[config.mk]
export PLATFORM = sky130hd
export DESIGN_NAME = hkops_ctrl
export DESIGN_NICKNAME = d
export VERILOG_FILES = /design/src/hw/rtl/hkops_pkg.sv /design/src/hw/rtl/hkops_ctrl.sv
export VERILOG_INCLUDE_DIRS = /design/src /design/src/hw/rtl
export SDC_FILE = /design/constraint.sdc
export NUM_CORES = 1
export LEC_CHECK = 0
export BUFFER_PORTS_ARGS = -buffer_cell sky130_fd_sc_hd__buf_2
export CORE_UTILIZATION = 38
export DETAILED_ROUTE_END_ITERATION = 8
export HOLD_SLACK_MARGIN = 0.05
export PLACE_DENSITY = 0.78
export SKIP_CTS_REPAIR_TIMING = 1
export SLEW_MARGIN = 30
export SYNTH_ARGS = -nofsm -noshare
export SYNTH_HDL_FRONTEND = slang
export SYNTH_SLANG_ARGS = --single-unit
[constraint.sdc]
create_clock -name aclk -period 1.75 [get_ports aclk]
set_input_delay 0.35 -clock aclk [delete_from_list [all_inputs] [get_ports aclk]]
set_output_delay 0.35 -clock aclk [all_outputs]
set_load 0.02 [all_outputs]
[src/hw/rtl/held_karp_open_path_solver_defines.svh]
// Assertion helpers used by the solver's controller.
`ifndef HELD_KARP_OPEN_PATH_SOLVER_DEFINES_SVH
`define HELD_KARP_OPEN_PATH_SOLVER_DEFINES_SVH

// The consequent must hold in the same cycle as the antecedent.
`define HKOPS_ASSERT_IMPLY(lbl, clk, rstn, ante, cons) \
    lbl: assert property (@(posedge clk) disable iff (!rstn) (ante) |-> (cons)) \
        else $error("hkops same-cycle check failed");

// The consequent must hold in the cycle after the antecedent.
`define HKOPS_ASSERT_NEXT(lbl, clk, rstn, ante, cons) \
    lbl: assert property (@(posedge clk) disable iff (!rstn) (ante) |=> (cons)) \
        else $error("hkops next-cycle check failed");

`endif

[src/hw/rtl/hkops_pkg.sv]
`default_nettype none
package hkops_pkg;

    localparam int COST_W = 24;
    localparam int ARC_W  = 16;

    localparam logic [COST_W-1:0] INF_COST = 24'hFFFFFF;
    localparam logic [ARC_W-1:0]  ARC_NONE = 16'hFFFF;

    // Configuration register indexes.
    localparam int REG_NODE_COUNT = 0;
    localparam int REG_START_NODE = 1;

    // Input commands.
    localparam logic CMD_LOAD  = 1'b0;
    localparam logic CMD_SOLVE = 1'b1;

    typedef enum logic [3:0] {
        ST_IDLE,
        ST_SETUP,
        ST_CLEAR,
        ST_SEED,
        ST_MASK,
        ST_JCHK,
        ST_JWAIT,
        ST_KCHK,
        ST_KWAIT,
        ST_BEST,
        ST_BWAIT,
        ST_BDONE,
        ST_TRACE,
        ST_TWAIT,
        ST_EMIT
    } state_t;

    typedef enum logic [2:0] {
        RD_NONE,
        RD_CUR,
        RD_RELAX,
        RD_BEST,
        RD_TRACE
    } rd_sel_t;

    typedef enum logic [1:0] {
        WR_NONE,
        WR_CLEAR,
        WR_SEED,
        WR_RELAX
    } wr_sel_t;

    typedef struct packed {
        logic    load_arc;
        logic    start;
        logic    clr_step;
        logic    mask_reset;
        logic    mask_inc;
        logic    j_reset;
        logic    j_inc;
        logic    k_reset;
        logic    k_inc;
        logic    latch_cur;
        logic    best_init;
        logic    best_cmp;
        logic    trace_init;
        logic    trace_step;
        logic    emit_single;
        logic    emit_fail;
        logic    emit_ok;
        logic    pos_inc;
        rd_sel_t rd_sel;
        wr_sel_t wr_sel;
    } cmd_t;

    typedef struct packed {
        logic n_is_one;
        logic clr_done;
        logic mask_done;
        logic mask_has_depot;
        logic j_done;
        logic j_in_mask;
        logic cur_inf;
        logic k_done;
        logic k_in_mask;
        logic best_inf;
        logic trace_done;
        logic emit_last;
    } status_t;

endpackage
`default_nettype wire

[src/hw/rtl/hkops_ctrl.sv]
`default_nettype none
`include "held_karp_open_path_solver_defines.svh"
module hkops_ctrl
    import hkops_pkg::*;
(
    input  wire logic    aclk,
    input  wire logic    aresetn,
    input  wire logic    s_valid,
    input  wire logic    s_command,
    output logic         s_ready,
    output logic         m_valid,
    input  wire logic    m_ready,
    input  wire status_t status,
    output cmd_t         cmd
);

    state_t state_reg;
    state_t state_next;

    always_ff @(posedge aclk) begin
        if (!aresetn) begin
            state_reg <= ST_IDLE;
        end else begin
            state_reg <= state_next;
        end
    end

    always_comb begin
        state_next = state_reg;
        cmd        = '0;
        cmd.rd_sel = RD_NONE;
        cmd.wr_sel = WR_NONE;
        s_ready    = 1'b0;
        m_valid    = 1'b0;
        unique case (state_reg)
            ST_IDLE: begin
                s_ready = 1'b1;
                if (s_valid) begin
                    if (s_command == CMD_SOLVE) begin
                        cmd.start  = 1'b1;
                        state_next = ST_SETUP;
                    end else begin
                        cmd.load_arc = 1'b1;
                    end
                end
            end
            ST_SETUP: begin
                if (status.n_is_one) begin
                    cmd.emit_single = 1'b1;
                    state_next      = ST_EMIT;
                end else begin
                    state_next = ST_CLEAR;
                end
            end
            ST_CLEAR: begin
                if (status.clr_done) begin
                    state_next = ST_SEED;
                end else begin
                    cmd.clr_step = 1'b1;
                    cmd.wr_sel   = WR_CLEAR;
                end
            end
            ST_SEED: begin
                cmd.wr_sel     = WR_SEED;
                cmd.mask_reset = 1'b1;
                state_next     = ST_MASK;
            end
            ST_MASK: begin
                if (status.mask_done) begin
                    cmd.best_init = 1'b1;
                    state_next    = ST_BEST;
                end else if (!status.mask_has_depot) begin
                    cmd.mask_inc = 1'b1;
                end else begin
                    cmd.j_reset = 1'b1;
                    state_next  = ST_JCHK;
                end
            end
            ST_JCHK: begin
                if (status.j_done) begin
                    cmd.mask_inc = 1'b1;
                    state_next   = ST_MASK;
                end else if (!status.j_in_mask) begin
                    cmd.j_inc = 1'b1;
                end else begin
                    cmd.rd_sel = RD_CUR;
                    state_next = ST_JWAIT;
                end
            end
            ST_JWAIT: begin
                cmd.latch_cur = 1'b1;
                if (status.cur_inf) begin
                    cmd.j_inc  = 1'b1;
                    state_next = ST_JCHK;
                end else begin
                    cmd.k_reset = 1'b1;
                    state_next  = ST_KCHK;
                end
            end
            ST_KCHK: begin
                if (status.k_done) begin
                    cmd.j_inc  = 1'b1;
                    state_next = ST_JCHK;
                end else if (status.k_in_mask) begin
                    cmd.k_inc = 1'b1;
                end else begin
                    cmd.rd_sel = RD_RELAX;
                    state_next = ST_KWAIT;
                end
            end
            ST_KWAIT: begin
                cmd.wr_sel = WR_RELAX;
                cmd.k_inc  = 1'b1;
                state_next = ST_KCHK;
            end
            ST_BEST: begin
                if (status.j_done) begin
                    state_next = ST_BDONE;
                end else begin
                    cmd.rd_sel = RD_BEST;
                    state_next = ST_BWAIT;
                end
            end
            ST_BWAIT: begin
                cmd.best_cmp = 1'b1;
                cmd.j_inc    = 1'b1;
                state_next   = ST_BEST;
            end
            ST_BDONE: begin
                if (status.best_inf) begin
                    cmd.emit_fail = 1'b1;
                    state_next    = ST_EMIT;
                end else begin
                    cmd.trace_init = 1'b1;
                    state_next     = ST_TRACE;
                end
            end
            ST_TRACE: begin
                if (status.trace_done) begin
                    cmd.emit_ok = 1'b1;
                    state_next  = ST_EMIT;
                end else begin
                    cmd.rd_sel = RD_TRACE;
                    state_next = ST_TWAIT;
                end
            end
            ST_TWAIT: begin
                cmd.trace_step = 1'b1;
                state_next     = ST_TRACE;
            end
            ST_EMIT: begin
                m_valid = 1'b1;
                if (m_ready) begin
                    if (status.emit_last) begin
                        state_next = ST_IDLE;
                    end else begin
                        cmd.pos_inc = 1'b1;
                    end
                end
            end
            default: begin
                state_next = ST_IDLE;
            end
        endcase
    end

    `HKOPS_ASSERT_IMPLY(a_ready_not_emitting, aclk, aresetn, s_ready, !m_valid)
    `HKOPS_ASSERT_NEXT(a_solve_goes_busy, aclk, aresetn, s_valid && s_ready && s_command, !s_ready)
    `HKOPS_ASSERT_NEXT(a_result_held, aclk, aresetn, m_valid && !m_ready, m_valid)

endmodule
`default_nettype wire

==> results.ini <==
[grt]
grt_overflow = 0
grtUsageTotal_pct = 28.1
antenna_found_initial = 0
grt_max_degree = 26
grt_pass1_vias = 952
grt_pass1_wl_mm = 4.16

[yosys]
syn_nets = 124
ys_ff_latch = 4
synth_area_um2 = 709
synth_edf_count = 0
yosysUniqueCellTypes = 42
dominantRegCellSynth = dfxtp_1
seq_area_frac_synth_pct = 11.3
syn_avg_cell_area_um2 = 6.63
yosysWarnings = 0
synthArstFlopShare_pct = 0
synthCells = 107

[die]
start_util_pct = 40.6
coreArea_mm2 = 0.00175
fp.dieH_um = 45.2
ios = 42
die_x_um = 45.2
rows = 15
die-area_mm2 = 0.00204

[hold_path]
min_path_type = input pin to flip-flop
whs_path_depth = 2

[cells_and_area]
largest_register_ffs = 4
nFillCells = 127
final_area_mm2 = 0.00127
layout_commonest_cell = buf_2
final_nets = 176
antennaDiodeCount = 0
area_delta_synth_final_pct = 79.5
final_cell_mix = 34 x buf_2, 15 x buf_4, 9 x nor2_1, 8 x a21oi_1, 7 x nand2_1
drive_above_1_share_pct = 58.6

[critical_path]
worst-endpoint-required_ps = 1400
critPathArrivalTime_ps = 1820
r2r_slack_ps = -70
cp-start-kind = flip-flop
end_kind = output pin
cp_max_fo = 3
worstRegToRegCells = 6
critPathKind = flip-flop to output pin

[route]
drt-total-wl_mm = 3.35
dr.pass1.iters = 4
drc = 0
wl_per_cell_um = 18.4
vias = 1129
first_iter_violations = 50
via_per_inst = 6.20
ant_nets = 0

[timing]
setup_viol = 19
tns_ps = -2080
fmax_mhz = 460
fin_ws_ps = -425
worstMarginPinSlew_ps = 283
slew_headroom_pct = 81.1
grt_setup_unrepaired = true
hold_violations = 0
finalCritPeriodShare_pct = 124
clock-skew-final_ps = 2.99
finalCriticalPeriod_ps = 2170
drv_slew = 0

[status]
failed_checks = negative setup slack
outcome = finished, violations left

[clock_network]
cts.sink_count = 4
clk_latency_ps = 240
tritoncts = yes
cts_max_level = 1
root_buffer = clkbuf_4
cts-buffers-inserted = 3
cts_max_path_buffers = 2
clk_pin_slew_ps = 40

[placed_design]
gp_congestion = 0.896
place_ws_ps = -139
dpl.hpwl_mm = 1.89
port_buffers = 41
placed_area_mm2 = 0.00104

[power_and_ir_drop]
p_per_area_mw_per_mm2 = 1430
vdd_drop_max_mv = 1.06
finalPower_mw = 1.83
p_leak_nw = 0.556

[job]
cap_violations = 0

## area by class of cell
class,count,area (µm²),share of cell area [%]
Inverter,4,15.0,1.18
Timing Repair Buffer,55,385,30.3
Sequential cell,4,86.3,6.78
Tap cell,25,31.3,2.46
Multi-Input combinational cell,91,733,57.6
Clock buffer,3,22.5,1.77
## stage by stage
step	utilization, %	instances	hold WS (ps)
floorplan	-	107	481
global placement	59.6	174	636
detailed placement	59.6	174	629
CTS	60.9	177	382
global route	73.0	182	389
finish	73.0	182	390
## layer usage
layer,global-route usage (%),up-vias,share of wire [%]
met5,0,-,0
met4,17.6,0,3.5
met3,5.60,16,6.1
met2,48.1,71,53
met1,31.7,537,38
li1,-,505,-
## power breakdown
group | switching [mW] | internal [mW] | total [mW]
logic | 0.848 | 0.682 | 1.53
clock network | 0.0449 | 0.0772 | 0.122
registers | 0.0398 | 0.135 | 0.175
total | 0.933 | 0.895 | 1.83
## final timing paths
path / startpoint / endpoint
worst max-delay path: state_reg[1] / cmd[18]
worst min-delay path: aresetn / state_reg[2]
worst max register to register: state_reg[1] / state_reg[2]
worst min register to register: state_reg[1] / state_reg[1]
## cells by family after synthesis
family / after synthesis / synth area share [%]
flops: 4 / 11.3
compound gates: 29 / 30.5
mux: 1 / 1.41
buf+inv: 12 / 6.70
simple gates: 61 / 50.1
## cells in the mapped netlist (all sizes together), types with 2 or more instances
cell type	instances	area share (%)
nor2	12	6.3
nor3	9	6.3
a21oi	8	5.6
nand2	8	4.2
clkbuf	5	2.6
nand2b	5	4.4
nor2b	5	4.4
dfxtp	4	11
inv	4	2.1
a211oi	3	3.2
buf	3	1.9
nor3b	3	3.2
and3	2	1.8
and4	2	2.5
nand3	2	2.1
nand3b	2	2.1
nand4b	2	2.5
nor4	2	1.8
o21ai	2	1.4
o22ai	2	1.8
o31a	2	2.5
o32ai	2	3.5
or3b	2	2.5
or4b	2	3.4
## worst max-delay path: stages, from the launching register on
cell	delay [ps]
dfxtp_4	360
or4b_4	480
or3_4	350
a211oi_2	210
buf_4	180
(Power assumes the default switching activity.)
